<file path="config.mk">
export PLATFORM = sky130hd
export DESIGN_NAME = log_audio_level_meter
export DESIGN_NICKNAME = d
export VERILOG_FILES = /design/src/sv/llm_pkg.sv /design/src/sv/llm_div.sv /design/src/sv/llm_log.sv /design/src/sv/log_audio_level_meter.sv
export VERILOG_INCLUDE_DIRS = /design/src /design/src/sv
export SDC_FILE = /design/constraint.sdc
export NUM_CORES = 1
export LEC_CHECK = 0
export BUFFER_PORTS_ARGS = -buffer_cell sky130_fd_sc_hd__buf_2
export CAP_MARGIN = 25
export CORE_ASPECT_RATIO = 1.2
export CORE_MARGIN = 3
export CORE_UTILIZATION = 47
export DETAILED_ROUTE_END_ITERATION = 7
export HOLD_SLACK_MARGIN = 0.08
export PLACE_DENSITY = 0.61
export SLEW_MARGIN = 30
export SYNTH_ARGS = -nofsm -noshare
export SYNTH_HDL_FRONTEND = slang
export SYNTH_SLANG_ARGS = --single-unit
</file>
<file path="constraint.sdc">
create_clock -name clock -period 6.55 [get_ports clock]
set_input_delay 0 -clock clock [delete_from_list [all_inputs] [get_ports clock]]
set_output_delay 0 -clock clock [all_outputs]
set_load 0.1 [all_outputs]
</file>
<file path="src/sv/assert_macros.svh">
// Assertion macros shared by the level meter RTL.
`ifndef ASSERT_MACROS_SVH
`define ASSERT_MACROS_SVH

// The property must hold at every clock edge outside reset.
`define ASSERT_ALWAYS(label, clk, rst, prop, msg) \
   label: assert property (@(posedge clk) disable iff (rst) (prop)) else $error(msg);

// The expression must never be true at a clock edge outside reset.
`define ASSERT_NEVER(label, clk, rst, expr, msg) \
   label: assert property (@(posedge clk) disable iff (rst) !(expr)) else $error(msg);

`endif

</file>
<file path="src/sv/llm_pkg.sv">
// Package with widths, shared types and log2 tables of the level meter.
`timescale 1ns / 1ps

package llm_pkg;

   localparam int SAMPLE_W = 16;
   localparam int MAG_W = 17;
   localparam int LEN_W = 11;
   localparam int CNT_W = 10;
   localparam int SUM_W = 26;
   localparam int DIGIT_W = 4;
   localparam int ACC_DIGITS = 7;
   localparam int ACC_W = DIGIT_W * ACC_DIGITS;
   localparam int DIGIT_CNT_W = 3;
   localparam int DEN_W = 25;
   localparam int NUM9_W = 29;
   localparam int QUOT_W = 20;
   localparam int STEP_W = 5;
   localparam int LEVEL_W = 16;
   localparam int LG2_W = 18;
   localparam int PROD_W = 25;
   localparam int SCALE_W = 37;

   localparam logic [LEN_W-1:0] MAX_BLOCK = 11'd1024;
   localparam logic [LEN_W-1:0] LEN_RESET = 11'd160;
   localparam logic [QUOT_W-1:0] SAT_QUOT = 20'd589824;
   localparam logic [18:0] LOG10_2_Q20 = 19'd315653;
   localparam logic [SCALE_W-1:0] ROUND_Q20 = 37'd524288;
   localparam logic [LEVEL_W-1:0] SAT_LEVEL = 16'hFFFF;

   typedef struct packed {
      logic done;
      logic sat;
      logic [QUOT_W-1:0] quot;
   } div_res_type;

   typedef struct packed {
      logic done;
      logic [LEVEL_W-1:0] level;
   } log_res_type;

   typedef enum logic [5:0] {
      ST_IDLE = 6'b000001,
      ST_ACC  = 6'b000010,
      ST_LOAD = 6'b000100,
      ST_DIV  = 6'b001000,
      ST_LOG  = 6'b010000,
      ST_OUT  = 6'b100000
   } state_type;

   function automatic logic [15:0] log2_base(input logic [3:0] idx);
      logic [15:0] val;
      case (idx)
         4'd0: val = 16'd0;
         4'd1: val = 16'd5732;
         4'd2: val = 16'd11136;
         4'd3: val = 16'd16248;
         4'd4: val = 16'd21098;
         4'd5: val = 16'd25711;
         4'd6: val = 16'd30109;
         4'd7: val = 16'd34312;
         4'd8: val = 16'd38336;
         4'd9: val = 16'd42196;
         4'd10: val = 16'd45904;
         4'd11: val = 16'd49472;
         4'd12: val = 16'd52911;
         4'd13: val = 16'd56229;
         4'd14: val = 16'd59434;
         4'd15: val = 16'd62534;
         default: val = 16'd0;
      endcase
      return val;
   endfunction

   function automatic logic [12:0] log2_step(input logic [3:0] idx);
      logic [12:0] val;
      case (idx)
         4'd0: val = 13'd5732;
         4'd1: val = 13'd5404;
         4'd2: val = 13'd5112;
         4'd3: val = 13'd4850;
         4'd4: val = 13'd4613;
         4'd5: val = 13'd4398;
         4'd6: val = 13'd4203;
         4'd7: val = 13'd4024;
         4'd8: val = 13'd3860;
         4'd9: val = 13'd3708;
         4'd10: val = 13'd3568;
         4'd11: val = 13'd3439;
         4'd12: val = 13'd3318;
         4'd13: val = 13'd3205;
         4'd14: val = 13'd3100;
         4'd15: val = 13'd3002;
         default: val = 13'd0;
      endcase
      return val;
   endfunction

endpackage

</file>
<file path="src/sv/llm_div.sv">
// Bit-serial restoring divider that scales the block sum to the Q16 mean.
`timescale 1ns / 1ps
`include "assert_macros.svh"

module llm_div
   import llm_pkg::*;
(
   input  logic clock,
   input  logic reset,
   input  logic start,
   input  logic [SUM_W-1:0] sum,
   input  logic [LEN_W-1:0] len,
   output div_res_type res
);

   logic busy_ff, busy_in;
   logic prep_ff, prep_in;
   logic done_ff, done_in;
   logic sat_ff, sat_in;
   logic [STEP_W-1:0] step_ff, step_in;
   logic [DEN_W-1:0] den_ff, den_in;
   logic [NUM9_W-1:0] num9_ff, num9_in;
   logic [DEN_W-1:0] rem_ff, rem_in;
   logic [QUOT_W-1:0] quo_ff, quo_in;
   logic [DEN_W:0] trial;
   logic [DEN_W:0] diff;
   logic ge;
   logic [DEN_W-1:0] hi;
   logic [LEN_W+14:0] den_full;

   localparam logic [STEP_W-1:0] LAST_STEP = STEP_W'(QUOT_W - 1);

   assign trial = {rem_ff, quo_ff[QUOT_W-1]};
   assign diff = trial - {1'b0, den_ff};
   assign ge = trial >= {1'b0, den_ff};
   assign hi = num9_ff[NUM9_W-1:4];
   assign den_full = {len, 15'd0} - {15'd0, len};

   always_comb begin
      busy_in = busy_ff;
      prep_in = prep_ff;
      done_in = 1'b0;
      sat_in = sat_ff;
      step_in = step_ff;
      den_in = den_ff;
      num9_in = num9_ff;
      rem_in = rem_ff;
      quo_in = quo_ff;
      if (start) begin
         busy_in = 1'b1;
         prep_in = 1'b1;
         den_in = den_full[DEN_W-1:0];
         num9_in = {sum, 3'd0} + {3'd0, sum};
      end else if (busy_ff && prep_ff) begin
         prep_in = 1'b0;
         sat_in = hi >= den_ff;
         rem_in = hi;
         quo_in = {num9_ff[3:0], 16'd0};
         step_in = '0;
      end else if (busy_ff) begin
         rem_in = ge ? diff[DEN_W-1:0] : trial[DEN_W-1:0];
         quo_in = {quo_ff[QUOT_W-2:0], ge};
         step_in = step_ff + STEP_W'(1);
         if (step_ff == LAST_STEP) begin
            busy_in = 1'b0;
            done_in = 1'b1;
         end
      end
   end

   always_ff @(posedge clock) begin
      if (reset) begin
         busy_ff <= 1'b0;
         prep_ff <= 1'b0;
         done_ff <= 1'b0;
         step_ff <= '0;
      end else begin
         busy_ff <= busy_in;
         prep_ff <= prep_in;
         done_ff <= done_in;
         step_ff <= step_in;
      end
   end

   always_ff @(posedge clock) begin
      sat_ff <= sat_in;
      den_ff <= den_in;
      num9_ff <= num9_in;
      rem_ff <= rem_in;
      quo_ff <= quo_in;
   end

   assign res.done = done_ff;
   assign res.sat = sat_ff;
   assign res.quot = quo_ff;

   `ASSERT_NEVER(a_div_start_busy, clock, reset, start && busy_ff,
      "divider started while a division is in progress")
   `ASSERT_ALWAYS(a_div_done_pulse, clock, reset, done_ff |=> !done_ff,
      "divider done lasted more than one cycle")

endmodule

</file>
<file path="src/sv/llm_log.sv">
// Pipelined log10 mapping of the Q16 mean by table and interpolation.
`timescale 1ns / 1ps

module llm_log
   import llm_pkg::*;
(
   input  logic clock,
   input  logic reset,
   input  div_res_type div_res,
   output log_res_type res
);

   logic [20:0] v;
   logic [1:0] e_in;
   logic [15:0] f_in;

   logic s1_ff, s2_ff, s3_ff, done_ff;
   logic sat1_ff, sat2_ff, sat3_ff;
   logic [1:0] e1_ff;
   logic [15:0] f1_ff;
   logic [PROD_W-1:0] prod2_ff;
   logic [LG2_W-1:0] base2_ff;
   logic [LG2_W-1:0] lg2_3_ff;
   logic [LEVEL_W-1:0] level_ff, level_in;
   logic [SCALE_W-1:0] scaled;

   assign v = {1'b0, div_res.quot} + 21'd65536;

   always_comb begin
      if (v[19]) begin
         e_in = 2'd3;
         f_in = v[18:3];
      end else if (v[18]) begin
         e_in = 2'd2;
         f_in = v[17:2];
      end else if (v[17]) begin
         e_in = 2'd1;
         f_in = v[16:1];
      end else begin
         e_in = 2'd0;
         f_in = v[15:0];
      end
   end

   assign scaled = {{(SCALE_W-LG2_W){1'b0}}, lg2_3_ff} * {{(SCALE_W-19){1'b0}}, LOG10_2_Q20}
      + ROUND_Q20;

   always_comb begin
      if (sat3_ff || scaled[SCALE_W-1] || scaled[36]) begin
         level_in = SAT_LEVEL;
      end else begin
         level_in = scaled[35:20];
      end
   end

   always_ff @(posedge clock) begin
      if (reset) begin
         s1_ff <= 1'b0;
         s2_ff <= 1'b0;
         s3_ff <= 1'b0;
         done_ff <= 1'b0;
      end else begin
         s1_ff <= div_res.done;
         s2_ff <= s1_ff;
         s3_ff <= s2_ff;
         done_ff <= s3_ff;
      end
   end

   always_ff @(posedge clock) begin
      sat1_ff <= div_res.sat || (div_res.quot >= SAT_QUOT);
      e1_ff <= e_in;
      f1_ff <= f_in;
      sat2_ff <= sat1_ff;
      prod2_ff <= {12'd0, log2_step(f1_ff[15:12])} * {13'd0, f1_ff[11:0]};
      base2_ff <= {e1_ff, 16'd0} + {2'd0, log2_base(f1_ff[15:12])};
      sat3_ff <= sat2_ff;
      lg2_3_ff <= base2_ff + {5'd0, prod2_ff[PROD_W-1:12]};
      if (s3_ff) begin
         level_ff <= level_in;
      end
   end

   assign res.done = done_ff;
   assign res.level = level_ff;

endmodule

</file>
<file path="src/sv/log_audio_level_meter.sv">
// Top level of the log-scale audio level meter with peak hold.
//
//   channel  direction  transaction
//   req_     in         one signed 16-bit sample
//   rsp_     out        block level and running peak, both unsigned Q0.16
//   csr_     in         block length write, taken in any cycle
//
// A sample is accepted in ST_IDLE, and then ST_ACC adds its magnitude into the block
// sum four bits per cycle. After the last sample of a block, ST_LOAD starts the
// bit-serial divider (a setup step, then 20 quotient bits at one per cycle), the log
// pipeline maps the quotient, and ST_OUT loads the result.
// A result waits in the output register while the next block accumulates; the
// finished level of the following block waits until that register is free.
// Synchronous reset clears the block sum, sample count and peak and sets the block
// length to 160.
`timescale 1ns / 1ps
`include "assert_macros.svh"

module log_audio_level_meter
   import llm_pkg::*;
(
   input  logic clock,
   input  logic reset,
   input  logic req_valid,
   output logic req_ready,
   input  logic signed [SAMPLE_W-1:0] req_sample,
   output logic rsp_valid,
   input  logic rsp_ready,
   output logic [LEVEL_W-1:0] rsp_level,
   output logic [LEVEL_W-1:0] rsp_peak_level,
   input  logic csr_valid,
   output logic csr_ready,
   input  logic [LEN_W-1:0] csr_block_length
);

   state_type state_ff, state_in;
   logic [LEN_W-1:0] block_length_ff;
   logic [LEN_W-1:0] eff_len;
   logic [ACC_W-1:0] sum_ff, sum_in;
   logic [ACC_W-1:0] mag_ff, mag_in;
   logic carry_ff, carry_in;
   logic [DIGIT_CNT_W-1:0] digit_ff, digit_in;
   logic [CNT_W-1:0] sample_count_ff, sample_count_in;
   logic rsp_valid_ff, rsp_valid_in;
   logic [LEVEL_W-1:0] rsp_level_ff, rsp_level_in;
   logic [LEVEL_W-1:0] peak_ff, peak_in;
   logic [MAG_W-1:0] sext;
   logic [MAG_W-1:0] mag;
   logic [DIGIT_W:0] digit_sum;
   logic block_end;
   logic div_start;
   logic load_out;
   div_res_type div_res;
   log_res_type log_res;

   localparam logic [DIGIT_CNT_W-1:0] LAST_DIGIT = DIGIT_CNT_W'(ACC_DIGITS - 1);

   always_comb begin
      if (block_length_ff == '0) begin
         eff_len = LEN_W'(1);
      end else if (block_length_ff > MAX_BLOCK) begin
         eff_len = MAX_BLOCK;
      end else begin
         eff_len = block_length_ff;
      end
   end

   assign sext = {req_sample[SAMPLE_W-1], req_sample};
   assign mag = sext[MAG_W-1] ? (~sext + MAG_W'(1)) : sext;
   assign digit_sum = {1'b0, sum_ff[DIGIT_W-1:0]} + {1'b0, mag_ff[DIGIT_W-1:0]}
      + {{DIGIT_W{1'b0}}, carry_ff};
   assign block_end = ({1'b0, sample_count_ff} + LEN_W'(1)) >= eff_len;
   assign req_ready = state_ff == ST_IDLE;
   assign div_start = state_ff == ST_LOAD;
   assign load_out = (state_ff == ST_OUT) && (!rsp_valid_ff || rsp_ready);

   always_comb begin
      state_in = state_ff;
      sum_in = sum_ff;
      mag_in = mag_ff;
      carry_in = carry_ff;
      digit_in = digit_ff;
      sample_count_in = sample_count_ff;
      case (state_ff)
         ST_IDLE: begin
            if (req_valid) begin
               mag_in = {{(ACC_W-MAG_W){1'b0}}, mag};
               carry_in = 1'b0;
               digit_in = '0;
               state_in = ST_ACC;
            end
         end
         ST_ACC: begin
            sum_in = {digit_sum[DIGIT_W-1:0], sum_ff[ACC_W-1:DIGIT_W]};
            mag_in = {{DIGIT_W{1'b0}}, mag_ff[ACC_W-1:DIGIT_W]};
            carry_in = digit_sum[DIGIT_W];
            digit_in = digit_ff + DIGIT_CNT_W'(1);
            if (digit_ff == LAST_DIGIT) begin
               if (block_end) begin
                  state_in = ST_LOAD;
               end else begin
                  sample_count_in = sample_count_ff + CNT_W'(1);
                  state_in = ST_IDLE;
               end
            end
         end
         ST_LOAD: begin
            sum_in = '0;
            sample_count_in = '0;
            state_in = ST_DIV;
         end
         ST_DIV: begin
            if (div_res.done) begin
               state_in = ST_LOG;
            end
         end
         ST_LOG: begin
            if (log_res.done) begin
               state_in = ST_OUT;
            end
         end
         ST_OUT: begin
            if (load_out) begin
               state_in = ST_IDLE;
            end
         end
         default: begin
            state_in = ST_IDLE;
         end
      endcase
   end

   always_comb begin
      rsp_valid_in = rsp_valid_ff;
      rsp_level_in = rsp_level_ff;
      peak_in = peak_ff;
      if (load_out) begin
         rsp_valid_in = 1'b1;
         rsp_level_in = log_res.level;
         if (log_res.level > peak_ff) begin
            peak_in = log_res.level;
         end
      end else if (rsp_ready) begin
         rsp_valid_in = 1'b0;
      end
   end

   always_ff @(posedge clock) begin
      if (reset) begin
         state_ff <= ST_IDLE;
         block_length_ff <= LEN_RESET;
         sum_ff <= '0;
         sample_count_ff <= '0;
         rsp_valid_ff <= 1'b0;
         peak_ff <= '0;
      end else begin
         state_ff <= state_in;
         if (csr_valid) begin
            block_length_ff <= csr_block_length;
         end
         sum_ff <= sum_in;
         sample_count_ff <= sample_count_in;
         rsp_valid_ff <= rsp_valid_in;
         peak_ff <= peak_in;
      end
   end

   always_ff @(posedge clock) begin
      mag_ff <= mag_in;
      carry_ff <= carry_in;
      digit_ff <= digit_in;
      rsp_level_ff <= rsp_level_in;
   end

   llm_div u_div (
      .clock (clock),
      .reset (reset),
      .start (div_start),
      .sum   (sum_ff[SUM_W-1:0]),
      .len   (eff_len),
      .res   (div_res)
   );

   llm_log u_log (
      .clock   (clock),
      .reset   (reset),
      .div_res (div_res),
      .res     (log_res)
   );

   assign csr_ready = 1'b1;
   assign rsp_valid = rsp_valid_ff;
   assign rsp_level = rsp_level_ff;
   assign rsp_peak_level = peak_ff;

   `ASSERT_ALWAYS(a_rsp_from_out, clock, reset,
      $rose(rsp_valid_ff) |-> $past(state_ff == ST_OUT),
      "response appeared without a finished block")
   `ASSERT_NEVER(a_peak_below_level, clock, reset,
      rsp_valid_ff && (peak_ff < rsp_level_ff),
      "peak level is below the level it was updated with")
   `ASSERT_NEVER(a_block_cleared, clock, reset,
      (state_ff == ST_DIV) && ((sum_ff != '0) || (sample_count_ff != '0)),
      "block sum or sample count was not cleared after the last sample")

endmodule

</file>
==> flow_summary.html <==
<table>
<tr><th>Metric</th><th>Value</th></tr>
<tr><th colspan="2">Worst hold path</th></tr>
<tr><td>Type of the most critical hold path</td><td>primary input to flop</td></tr>
<tr><th colspan="2">Clock tree</th></tr>
<tr><td>Clock sinks</td><td>331</td></tr>
<tr><td>Worst-case clock buffer depth</td><td>3</td></tr>
<tr><td>Number of clock buffers inserted by TritonCTS</td><td>39</td></tr>
<tr><td>Clk Latency, worst-skew pair</td><td>560 ps</td></tr>
<tr><td>Clock Root Buffer</td><td>sky130_fd_sc_hd__clkbuf_16</td></tr>
<tr><td>Total number of H-tree levels</td><td>2</td></tr>
<tr><td>CTS tree</td><td>done</td></tr>
<tr><td>Clock transition time at the flip-flop clock pins of the worst setup and hold paths</td><td>60 ps</td></tr>
<tr><th colspan="2">Layout</th></tr>
<tr><td>Layout overhead on the synthesized area</td><td>10.7%</td></tr>
<tr><td>Commonest cells after routing, fill and taps aside</td><td>sky130_fd_sc_hd__inv_1, sky130_fd_sc_hd__ha_1, sky130_fd_sc_hd__nand2_1</td></tr>
<tr><td>Multi-input gate area in the final layout</td><td>approximately 16000 um2</td></tr>
<tr><td>Final Non-Filler Cells</td><td>3629</td></tr>
<tr><td>Commonest non-fill, non-tap cell in the layout</td><td>sky130_fd_sc_hd__inv_1</td></tr>
<tr><td>Total number of nets in the final design</td><td>3438</td></tr>
<tr><td>Total of fill cells in the finished design</td><td>5030</td></tr>
<tr><td>Fraction of layout instances using a drive strength above 1</td><td>0.0657</td></tr>
<tr><td>Number of inserted diodes</td><td>0</td></tr>
<tr><td>Seq. cell area</td><td>8160 um2</td></tr>
<tr><th colspan="2">Critical path</th></tr>
<tr><td>Maximum fanout along the worst path</td><td>15</td></tr>
<tr><td>Capture point of the worst path</td><td>u_log.level_ff[12]$_SDFFCE_PP1P_</td></tr>
<tr><td>Startpoint types</td><td>flop</td></tr>
<tr><td>Launching point of the worst reg2reg path</td><td>u_log.lg2_3_ff[17]$_DFF_P_</td></tr>
<tr><td>Kind of end point of the critical path</td><td>flop</td></tr>
<tr><td>Beginning of the critical path</td><td>u_log.lg2_3_ff[17]$_DFF_P_</td></tr>
<tr><td>Depth of the most critical reg-to-reg path</td><td>19</td></tr>
<tr><td>Slack of the worst reg-to-reg path</td><td>650 ps</td></tr>
<tr><td>Arrival time at the worst endpoint</td><td>~6200 ps</td></tr>
<tr><td>Critical Path RT</td><td>roughly 6800 ps</td></tr>
<tr><td>Worst reg2reg path endpoint</td><td>u_log.level_ff[12]$_SDFFCE_PP1P_</td></tr>
<tr><td>Critical Setup Path Class</td><td>flop to flop</td></tr>
<tr><th colspan="2">Route</th></tr>
<tr><td>DR vias/cell</td><td>5.43</td></tr>
<tr><td>Remaining design rule violation count</td><td>0</td></tr>
<tr><td>Antenna viol nets, final</td><td>0</td></tr>
<tr><td>WL/cell</td><td>17.1 um</td></tr>
<tr><td>Starting DRT DRC Count</td><td>1056</td></tr>
<tr><td>Total Routed Length</td><td>62.0 mm</td></tr>
<tr><td>First-pass DRT Iterations</td><td>5</td></tr>
<tr><td>Via count</td><td>19700</td></tr>
<tr><th colspan="2">STA</th></tr>
<tr><td>Fin Setup TNS</td><td>0 ps</td></tr>
<tr><td>Pins Over Slew Limit</td><td>0</td></tr>
<tr><td>Timing-limited maximum frequency</td><td>170 MHz</td></tr>
<tr><td>Setup repair after global routing missed its margin</td><td>no</td></tr>
<tr><td>Actual slew at the worst max-slew pin</td><td>between 900 and 1000 ps</td></tr>
<tr><td>Max-slew headroom at the worst pin</td><td>0.384</td></tr>
<tr><td>Setup Skew</td><td>between 20 and 25 ps</td></tr>
<tr><td>Tmin final</td><td>5900 ps</td></tr>
<tr><td>Final period util</td><td>0.901</td></tr>
<tr><td>Setup-failing EPs final</td><td>0</td></tr>
<tr><td>Count of final hold-check violations</td><td>0</td></tr>
<tr><th colspan="2">Synth</th></tr>
<tr><td>Async S/R FF share, synth</td><td>0</td></tr>
<tr><td>Per-instance average area after synthesis</td><td>9.46 um2</td></tr>
<tr><td>Main synth FF type</td><td>sky130_fd_sc_hd__dfxtp_1</td></tr>
<tr><td>Yosys warning total</td><td>0</td></tr>
<tr><td>Post-Synthesis Cell Area</td><td>roughly 26000 um2</td></tr>
<tr><td>Number of enable-type register cells in the synthesized netlist</td><td>153</td></tr>
<tr><td>Sequential area share after synthesis</td><td>0.309</td></tr>
<tr><td>Number of distinct library cells after synthesis</td><td>89</td></tr>
<tr><td>Number of synthesized register bits</td><td>331</td></tr>
<tr><td>Instance count of the mapped netlist</td><td>2791</td></tr>
<tr><th colspan="2">Power</th></tr>
<tr><td>Worst vdd ir</td><td>0.000251 V</td></tr>
<tr><td>Power per standard cell area</td><td>around 210 nW/um2</td></tr>
<tr><td>Overall power</td><td>6.09 mW</td></tr>
<tr><td>Standby leakage power</td><td>13.4 nW</td></tr>
<tr><th colspan="2">Placed design</th></tr>
<tr><td>HPWL reported at the end of detailed placement</td><td>48.3 mm</td></tr>
<tr><td>Routability congestion estimate</td><td>0.891</td></tr>
<tr><td>Count of buffers from port buffering</td><td>65</td></tr>
<tr><td>Number of cells in the design after placement</td><td>3506</td></tr>
<tr><th colspan="2">Flow run</th></tr>
<tr><td># Max-Cap Violations</td><td>0</td></tr>
<tr><th colspan="2">Global route</th></tr>
<tr><td>Global routing usage summed across all routing layers</td><td>0.210</td></tr>
<tr><td>Maximum number of pins on one net before global-route repair</td><td>57</td></tr>
<tr><td>Global-route wire length before repair</td><td>102 mm</td></tr>
<tr><td>Global route total overflow</td><td>0</td></tr>
<tr><td>Initial antenna violation count</td><td>0</td></tr>
<tr><td>Number of global-route vias before repair</td><td>between 20000 and 25000</td></tr>
<tr><th colspan="2">Floorplanning</th></tr>
<tr><td>Die Outline Area</td><td>between 50000 and 60000 um2</td></tr>
<tr><td>Number of core rows</td><td>94</td></tr>
<tr><td>I/O pin count</td><td>67</td></tr>
<tr><td>Placeable core region</td><td>55200 um2</td></tr>
<tr><td>Overall die width</td><td>between 200 and 250 um</td></tr>
<tr><td>Die boundary height</td><td>266 um</td></tr>
<tr><td>Initial Utilization</td><td>0.479</td></tr>
<tr><th colspan="2">Outcome</th></tr>
<tr><td>Status</td><td>finished clean</td></tr>
</table>
[synth_stat cells (6+ instances only)]
| master | count | area, um2 |
|---|---|---|
| sky130_fd_sc_hd__inv_1 | 379 | 1420 |
| sky130_fd_sc_hd__ha_1 | 354 | 4430 |
| sky130_fd_sc_hd__nand2_1 | 256 | 961 |
| sky130_fd_sc_hd__nor2_1 | 188 | 706 |
| sky130_fd_sc_hd__dfxtp_1 | 178 | 3560 |
| sky130_fd_sc_hd__fa_1 | 172 | 3440 |
| sky130_fd_sc_hd__edfxtp_1 | 153 | 4590 |
| sky130_fd_sc_hd__a21oi_1 | 139 | 696 |
| sky130_fd_sc_hd__o21ai_0 | 131 | 656 |
| sky130_fd_sc_hd__and2_1 | 83 | 519 |
| sky130_fd_sc_hd__clkbuf_1 | 73 | 274 |
| sky130_fd_sc_hd__xnor2_1 | 61 | 534 |
| sky130_fd_sc_hd__mux2i_1 | 56 | 561 |
| sky130_fd_sc_hd__nand2b_1 | 52 | 325 |
| sky130_fd_sc_hd__nand3_1 | 43 | 215 |
| sky130_fd_sc_hd__a21o_1 | 41 | 308 |
| sky130_fd_sc_hd__nor3_1 | 39 | 195 |
| sky130_fd_sc_hd__xor2_1 | 37 | 324 |
| sky130_fd_sc_hd__nor2b_1 | 29 | 181 |
| sky130_fd_sc_hd__a22oi_1 | 28 | 210 |
| sky130_fd_sc_hd__o21a_1 | 23 | 173 |
| sky130_fd_sc_hd__nand4_1 | 19 | 119 |
| sky130_fd_sc_hd__o211ai_1 | 16 | 120 |
| sky130_fd_sc_hd__or2_2 | 16 | 100 |
| sky130_fd_sc_hd__a211oi_1 | 14 | 105 |
| sky130_fd_sc_hd__a31oi_1 | 14 | 87.6 |
| sky130_fd_sc_hd__and3_1 | 14 | 87.6 |
| sky130_fd_sc_hd__nor4_1 | 13 | 81.3 |
| sky130_fd_sc_hd__or3_1 | 11 | 68.8 |
| sky130_fd_sc_hd__o21bai_1 | 9 | 67.6 |
| sky130_fd_sc_hd__o22ai_1 | 8 | 50.1 |
| sky130_fd_sc_hd__o31ai_1 | 8 | 60.1 |
| sky130_fd_sc_hd__or4_1 | 7 | 52.6 |
| sky130_fd_sc_hd__buf_2 | 6 | 30.0 |
| sky130_fd_sc_hd__nand3b_1 | 6 | 45.0 |
| sky130_fd_sc_hd__nand4b_1 | 6 | 52.6 |
[kinds of logic after synthesis]
kind of cell,synth area share
fa+ha+maj,0.298
simple gates,0.148
xor+xnor,0.0325
buf+inv,0.0684
flops,0.309
compound gates,0.122
mux,0.0225
other cells,0.000284
[layout make-up]
cell class                 count  area share
clock inverter                18     0.00574
inverter                     381      0.0489
clock buffer                  52      0.0379
multi-input combinational   1992       0.564
sequential                   331       0.279
timing repair buffer         135      0.0337
tap                          720      0.0308
[power by group]
group | internal, mW | leakage, nW | switching, mW
Combinational | 0.721 | 9.87 | 0.954
Clock | 1.28 | 0.625 | 0.902
Sequential | 2.21 | 2.87 | 0.0310
[stage by stage]
stage | setup slack [ps] | utilization | area (um2) | hold WS [ps]
final | 651 | 0.530 | 29200 | 156
after global routing | 269 | 0.530 | 29200 | 192
after CTS | 649 | 0.530 | 29200 | 105
after detailed placement | 642 | 0.497 | 27400 | 228
after global placement | 778 | 0.497 | 27400 | 226
after floorplan | 1240 | - | 26400 | 122
[state kept, by name (all words and copies together) (netlist names), 10 cells and up, named ones only]
| register | count |
|---|---|
| u_div.rem_ff | 25 |
| u_div.num9_ff | 29 |
| u_log.prod2_ff | 13 |
| block_length_ff | 11 |
| sample_count_ff | 10 |
| u_div.quo_ff | 20 |
| u_log.base2_ff | 18 |
| u_div.den_ff | 25 |
| u_log.level_ff | 16 |
| u_log.lg2_3_ff | 18 |
| sum_ff | 28 |
| rsp_level | 16 |
| mag_ff | 17 |
| rsp_peak_level | 16 |
| u_log.f1_ff | 12 |
[timing repair]
item	CTS	global route
hold buffers	53	0
gates resized for setup	0	0
hold endpoints to repair	33	0
buffers inserted	0	0
[routing by layer]
metal | up-vias | global-route usage | part of all wire | wire length (um)
li1 | 9664 | - | - | -
met1 | 9552 | 0.254 | 0.42 | 26000
met2 | 395 | 0.393 | 0.52 | 32200
met3 | 107 | 0.0244 | 0.033 | 2070
met4 | 0 | 0.0596 | 0.029 | 1810
met5 | - | 0 | 0 | 0
[critical path, cell delays in order (launching register included)]
cell                       delay (ps)
sky130_fd_sc_hd__dfxtp_1          530
sky130_fd_sc_hd__ha_1             300
sky130_fd_sc_hd__ha_1             170
sky130_fd_sc_hd__inv_1             50
sky130_fd_sc_hd__fa_1             480
sky130_fd_sc_hd__inv_1             60
sky130_fd_sc_hd__fa_1             530
sky130_fd_sc_hd__inv_1             60
sky130_fd_sc_hd__fa_1             530
sky130_fd_sc_hd__inv_1             60
sky130_fd_sc_hd__fa_1             490
sky130_fd_sc_hd__ha_1             350
sky130_fd_sc_hd__o21a_1           120
sky130_fd_sc_hd__o21ai_1          300
sky130_fd_sc_hd__o32ai_1          200
sky130_fd_sc_hd__nand3b_1         190
sky130_fd_sc_hd__a21o_1           210
sky130_fd_sc_hd__a2111o_1         450
sky130_fd_sc_hd__nand3_1          400
sky130_fd_sc_hd__o21ai_0          170
[how the worst min path moves through the flow]
| stage | startpoint | to | slack [ps] | depth (start not counted) |
|---|---|---|---|---|
| finish | req_sample[15] | mag_ff[9]$_DFFE_PP_ | 160 | 4 |
| CTS | req_sample[15] | mag_ff[10]$_DFFE_PP_ | 100 | 4 |
| detailed placement | csr_block_length[5] | block_length_ff[5]$_SDFFE_PP1P_ | 230 | 2 |
| global placement | csr_block_length[5] | block_length_ff[5]$_SDFFE_PP1P_ | 230 | 2 |
| global route | req_sample[15] | mag_ff[9]$_DFFE_PP_ | 190 | 4 |
| floorplan | csr_block_length[5] | block_length_ff[5]$_SDFFE_PP1P_ | 120 | 1 |
Note: power is estimated with default switching activity, not from simulation.
